File: src/rtl/core/lstra_pkg.sv
// Shared types and constants for the lazy segment tree range-add block.
// Depends on nothing; used by lstra_ctrl, lstra_dp and the top level.
package lstra_pkg;

	localparam int LEAVES    = 1024;
	localparam int LOG       = $clog2(LEAVES);
	localparam int SPAN      = 1 << LOG;
	localparam int MEM_DEPTH = 2 * SPAN;
	localparam int AW        = LOG + 1;
	localparam int NW        = LOG + 2;
	localparam int POS_W     = 11;
	localparam int VAL_W     = 32;

	typedef enum logic [1:0] {
		ACT_LOAD  = 2'd0,
		ACT_ADD   = 2'd1,
		ACT_QUERY = 2'd2
	} act_t;

	typedef enum logic [2:0] {
		ST_CLEAR,
		ST_IDLE,
		ST_WALK,
		ST_DRAIN,
		ST_FIN,
		ST_SCAN,
		ST_RMW
	} state_t;

	typedef struct packed {
		logic init;
		logic rd_walk;
		logic rd_lo;
		logic rd_hi;
		logic shift;
		logic wr_add;
		logic wr_leaf;
		logic clr;
		logic emit;
	} cmd_t;

	typedef struct packed {
		logic [1:0] in_act;
		logic       in_pos_ok;
		logic [1:0] act;
		logic       walk_top;
		logic       l_odd;
		logic       r_odd;
		logic       lr_empty;
		logic       clr_done;
	} stat_t;

endpackage

File: src/rtl/core/lstra_ctrl.sv
// Controller FSM: clearing pass, path walk for load/query, bottom-up range add.
// Issues cmd_t to lstra_dp and reads back stat_t; depends on lstra_pkg.
module lstra_ctrl (
	input  logic              clk,
	input  logic              arst_n,
	input  logic              start,
	output logic              busy,
	input  lstra_pkg::stat_t  stat,
	output lstra_pkg::cmd_t   cmd
);
	import lstra_pkg::*;

	state_t state_q, state_d;

	always_ff @(posedge clk or negedge arst_n) begin
		if (!arst_n) begin
			state_q <= ST_CLEAR;
		end else begin
			state_q <= state_d;
		end
	end

	always_comb begin
		state_d = state_q;
		cmd     = '0;
		case (state_q)
			ST_CLEAR: begin
				cmd.clr = 1'b1;
				if (stat.clr_done) begin
					state_d = ST_IDLE;
				end
			end
			ST_IDLE: begin
				if (start) begin
					cmd.init = 1'b1;
					case (act_t'(stat.in_act))
						ACT_LOAD:  state_d = stat.in_pos_ok ? ST_WALK : ST_IDLE;
						ACT_QUERY: state_d = stat.in_pos_ok ? ST_WALK : ST_FIN;
						ACT_ADD:   state_d = ST_SCAN;
						default:   state_d = ST_IDLE;
					endcase
				end
			end
			ST_WALK: begin
				cmd.rd_walk = 1'b1;
				if (stat.walk_top) begin
					state_d = ST_DRAIN;
				end
			end
			ST_DRAIN: begin
				state_d = ST_FIN;
			end
			ST_FIN: begin
				if (act_t'(stat.act) == ACT_QUERY) begin
					cmd.emit = 1'b1;
				end else begin
					cmd.wr_leaf = 1'b1;
				end
				state_d = ST_IDLE;
			end
			ST_SCAN: begin
				if (stat.lr_empty) begin
					state_d = ST_IDLE;
				end else if (stat.l_odd) begin
					cmd.rd_lo = 1'b1;
					state_d   = ST_RMW;
				end else if (stat.r_odd) begin
					cmd.rd_hi = 1'b1;
					state_d   = ST_RMW;
				end else begin
					cmd.shift = 1'b1;
				end
			end
			ST_RMW: begin
				cmd.wr_add = 1'b1;
				state_d    = ST_SCAN;
			end
			default: begin
				state_d = ST_IDLE;
			end
		endcase
	end

	assign busy = (state_q != ST_IDLE);

	// a result only comes out of a query's final step
	a_emit_query: assert property (@(posedge clk) disable iff (!arst_n)
		cmd.emit |-> (act_t'(stat.act) == ACT_QUERY && state_q == ST_FIN))
		else $error("result outside query");

	// clearing pass runs only out of reset
	a_clear_once: assert property (@(posedge clk) disable iff (!arst_n)
		(state_q == ST_CLEAR) |-> ($past(state_q) == ST_CLEAR))
		else $error("re-entered clearing pass");

	// a new transaction is never taken while busy
	a_init_idle: assert property (@(posedge clk) disable iff (!arst_n)
		cmd.init |-> !busy)
		else $error("transaction taken while busy");

endmodule

File: config.mk
export PLATFORM = sky130hd
export DESIGN_NAME = lstra_ctrl
export DESIGN_NICKNAME = d
export VERILOG_FILES = /design/src/rtl/core/lstra_pkg.sv /design/src/rtl/core/lstra_ctrl.sv
export SDC_FILE = /design/constraint.sdc
export NUM_CORES = 1
export LEC_CHECK = 0
export BUFFER_PORTS_ARGS = -buffer_cell sky130_fd_sc_hd__buf_2
export CAP_MARGIN = 20
export CORE_AREA = 2 2 39 41
export DETAILED_ROUTE_END_ITERATION = 10
export DIE_AREA = 0 0 41 43
export PLACE_DENSITY = 0.55
export SLEW_MARGIN = 15
export SYNTH_ARGS = -nofsm -noshare
export SYNTH_HDL_FRONTEND = slang
export SYNTH_SLANG_ARGS = --single-unit
File: constraint.sdc
create_clock -name clk -period 1.6 [get_ports clk]
set_input_delay 0.32 -clock clk [delete_from_list [all_inputs] [get_ports clk]]
set_output_delay 0.32 -clock clk [all_outputs]
set_load 0.005 [all_outputs]
# Word level (Yosys, flattened, before mapping)
# Index checks and enable logic that the tools add are counted.
[totals]
regBits = 3
out_inout_bits = 10
in_bits = 13
elab_cells = 43
[op_classes]
eq_ne = 14
n_reduce_logical = 3
n_mux = 25
[ops]
columns = ["operator", "n"]
rows = [
  ["2-to-1 mux 3 bit", 9],
  ["one-hot mux 3 bit (6 select lines)", 1],
  ["2-to-1 mux 1 bit", 12],
  ["equality test 3 bit, second input constant", 3],
  ["one-hot mux 3 bit (3 select lines)", 1],
  ["equality test 3 x 2 -> 1 bit, second input constant", 2],
  ["!= test 2 bit, second input constant", 3],
  ["equality test 2 bit, second input constant", 2],
  ["2-to-1 mux 2 bit", 2],
  ["!= test 4 bit, second input constant", 1],
  ["AND reduction 4 bit", 1],
  ["equality test 3 x 1 -> 1 bit, second input constant", 1],
  ["zero test 3 bit", 1],
  ["!= test 3 x 1 -> 1 bit, second input constant", 1],
  ["equality test 2 x 1 -> 1 bit, second input constant", 1],
  ["zero test 2 bit", 1],
]

# Longest topological paths before layout
[logic_depth]
ltp_word = 4
depth_mapped = 5
mapped_depth_nobuf = 5

# Worst setup path before layout
# Ideal clock, no wire load.
[synth_timing]
path_kind = "input-to-output"
from = "input port stat[1] in the netlist's numbering"
to = "output port cmd[4] in the netlist's numbering"
cell_stages = 4
required_time_ns = 1.280
path_slack_ns = 0.065
n_path_buf = 0
t_arrival_ns = 1.215
cell_sequence = "nand2b_4 or3b_4 or3_4 clkinv_2"
[synth_lines]
columns = ["element", "line_no", "text"]
rows = [
  ["start: declaration", "lstra_ctrl.sv:8", "input lstra_pkg::stat_t stat,"],
  ["end: declaration", "lstra_ctrl.sv:9", "output lstra_pkg::cmd_t cmd"],
]

==> flow_metrics.tcl <==
set metrics [dict create \
    insertion_delay_ps 230 \
    synth-async-reset-ratio_pct 100.0 \
    clk_path_buf_depth 2 \
    tritoncts "yes" \
    nNetsFinal 91 \
    largestRegisters "state_q: 3 flops" \
    dr.pass1.iters 2 \
    worst_slew_pin_slew_ps 219.7 \
    antenna_found_initial 0 \
    viasPerCell 4.484 \
    place_congestion 0.7639 \
    area_growth_pct 65.60 \
    syn_avg_cell_area_um2 7.507 \
    maxCapViolCount 0 \
    diodes 0 \
    antenna_left 0 \
    rsz0062_at_grt "yes" \
    slowest_delay_ps 370 \
    cts_buffers 3 \
    cp_top_family "simple AND/OR/NAND/NOR gates" \
    synth_edf_count 0 \
    fin_area_um2 584.3 \
    cp_num_buf_inv 2 \
    max_clock_freq_mhz 535.3 \
    setup_slack_ps -268.0 \
    fp-row-count 14 \
    clock_sinks 3 \
    worst_setup_path_end_kind "output pin" \
    power_density_nw_per_um2 1407 \
    cp_slowest_cell "dfrtp_1" \
    synthFlopType "dfrtp_1" \
    drt-initial-drc-count 3 \
    pre_cts_slack_ps -161.0 \
    critPathMaxFanout 3 \
    drive_above_1_share_pct 54.55 \
    synth_area_um2 352.8 \
    io_buffers 22 \
    post-route-period-util_pct 116.8 \
    crit_path_cell_trace "nand2b_4, or3b_4, or3_4, clkinv_2, buf_2" \
    dpl.hpwl_um 693.6 \
    placed_area_um2 503.0 \
    gr-usage-met1_pct 16.03 \
    cts-root-buf "clkbuf_4" \
    grtUsageMet2_pct 15.31 \
    die_y_um 43 \
    drc 0 \
    wl_per_cell_um 9.237 \
    syn_nets 60 \
    grt_start_max_net_pins 11 \
    top_register "state_q" \
    io_pins 23 \
    slew_headroom_pct 85.31 \
    critPathRequiredTime_ps 1280 \
    track_usage_pct 12.34 \
    critPathLaunchType "flip-flop" \
    htreeDepth 1 \
    ys_types 24 \
    start_util_pct 25.50 \
    hold_violations 0 \
    hold_class "input port to flip-flop" \
    vias 417 \
    final_common_cell "buf_2" \
    core_um2 1384 \
    path_clk_slew_ps 40 \
    worst-setup-path-type "flip-flop to output pin" \
    synthCells 47 \
    status "finished, violations left" \
    ys_ff_latch 3 \
    busiest_layer "met1" \
    dp_cells 87 \
    largest_reg_flops 3 \
    fp.dieW_um 41 \
    drt-total-wl_um 859 \
    grt_pass1_wl_mm 1.421 \
    overflow 0 \
    grt_use_met3_pct 7.853 \
    failed_checks "setup timing" \
    leakage_nw 0.3030 \
    cp.arrival_ps 1550 \
    final_max_slew_viol_count 0 \
    final_cell_mix "22 x buf_2, 5 x inv_1, 5 x buf_4" \
    power.total_w 0.0008222 \
    dieArea_um2 1763 \
    fin_skew_ps 1.085 \
    synth_warnings 0 \
    min_period_ps 1868 \
    final_util_pct 42.22 \
    setup_viol 4 \
    peakVddDrop_mv 0.6930 \
    yosysSeqAreaShare_pct 21.28 \
    instances_no_fill 93 \
    grt_pass1_vias 351 \
]
## per-layer routing
metal / part of all wire (%) / vias to the layer above
met4: 0 / 0
li1: - / 220
met5: 0 / -
met1: 42 / 183
met3: 7.0 / 0
met2: 50 / 14
## logic make-up (layout without fill, tap and decap cells)
| logic type | after synthesis | in the layout | share of synthesized area, % |
|---|---|---|---|
| flops | 3 | 3 | 21.28 |
| compound gates | 9 | 9 | 15.96 |
| buf+inv | 9 | 39 | 11.70 |
| simple gates | 23 | 23 | 42.55 |
| mux | 3 | 3 | 8.511 |
## power by group
group          switching, W  total (W)  leakage [nW]  internal, W
clock network     0.0000397   0.000133        0.0150    0.0000935
registers         0.0000226   0.000133        0.0375     0.000110
logic              0.000256   0.000556         0.250     0.000300
## final timing paths
path / startpoint / endpoint / slack (ps) / cells after the start
setup / recovery: state_q[2]$_DFFE_PN0P_ / cmd[4] / -270 / 5
hold / removal: stat[4] / state_q[1]$_DFFE_PN0P_ / 280 / 2
setup reg to reg: state_q[2]$_DFFE_PN0P_ / state_q[1]$_DFFE_PN0P_ / 80 / 5
hold reg to reg: state_q[0]$_DFFE_PN0P_ / state_q[1]$_DFFE_PN0P_ / 710 / 4
max in group asynchronous: arst_n / state_q[1]$_DFFE_PN0P_ / 1080 / 2
min in group asynchronous: arst_n / state_q[2]$_DFFE_PN0P_ / 410 / 2
## synthesized netlist by cell type, types with 2 or more instances
| library cell | count | area [um^2] |
|---|---|---|
| a21oi_1 | 3 | 15.01 |
| mux2i_1 | 3 | 30.03 |
| nor2_1 | 5 | 18.77 |
| inv_1 | 5 | 18.77 |
| buf_2 | 2 | 10.01 |
| nor3b_1 | 5 | 37.54 |
| dfrtp_1 | 3 | 75.07 |
| o21ai_0 | 3 | 15.01 |
| nand2_1 | 3 | 11.26 |
## cell type report
cell class,count,area [um^2]
Fill cell,148,799.5
Tap cell,16,20.02
Clock buffer,4,26.28
Timing Repair Buffer,29,168.9
Multi-Input combinational cell,35,270.3
Sequential cell,3,75.07
Inverter,6,23.77
## timing repair
item                                   in CTS  in global routing
cloned                                      0                  0
pin swaps                                   1                  2
setup endpoints to repair                   7                 10
buffers inserted                            2                  1
endpoints found under the hold margin       3                  0
gates resized for setup                     6                  4
hold buffers                                1                  0
## per-stage QoR
step / hold WS (ps) / setup TNS, ps
2_1_floorplan: 24.41 / 0
3_3_place_gp: 118.8 / -227.1
3_5_place_dp: 122.4 / -270.3
4_1_cts: 275.3 / -880.1
5_1_grt: 292.6 / -1022
6_report: 281.2 / -583.7
## worst reg2reg max path, cell delays in order, from the launching register on
cell and delay (ps):
dfrtp_1 390, buf_4 190, or3b_1 390, a21oi_2 150, a21oi_1 80, o32ai_1 220
No activity file was read; power rests on OpenSTA's default activity.
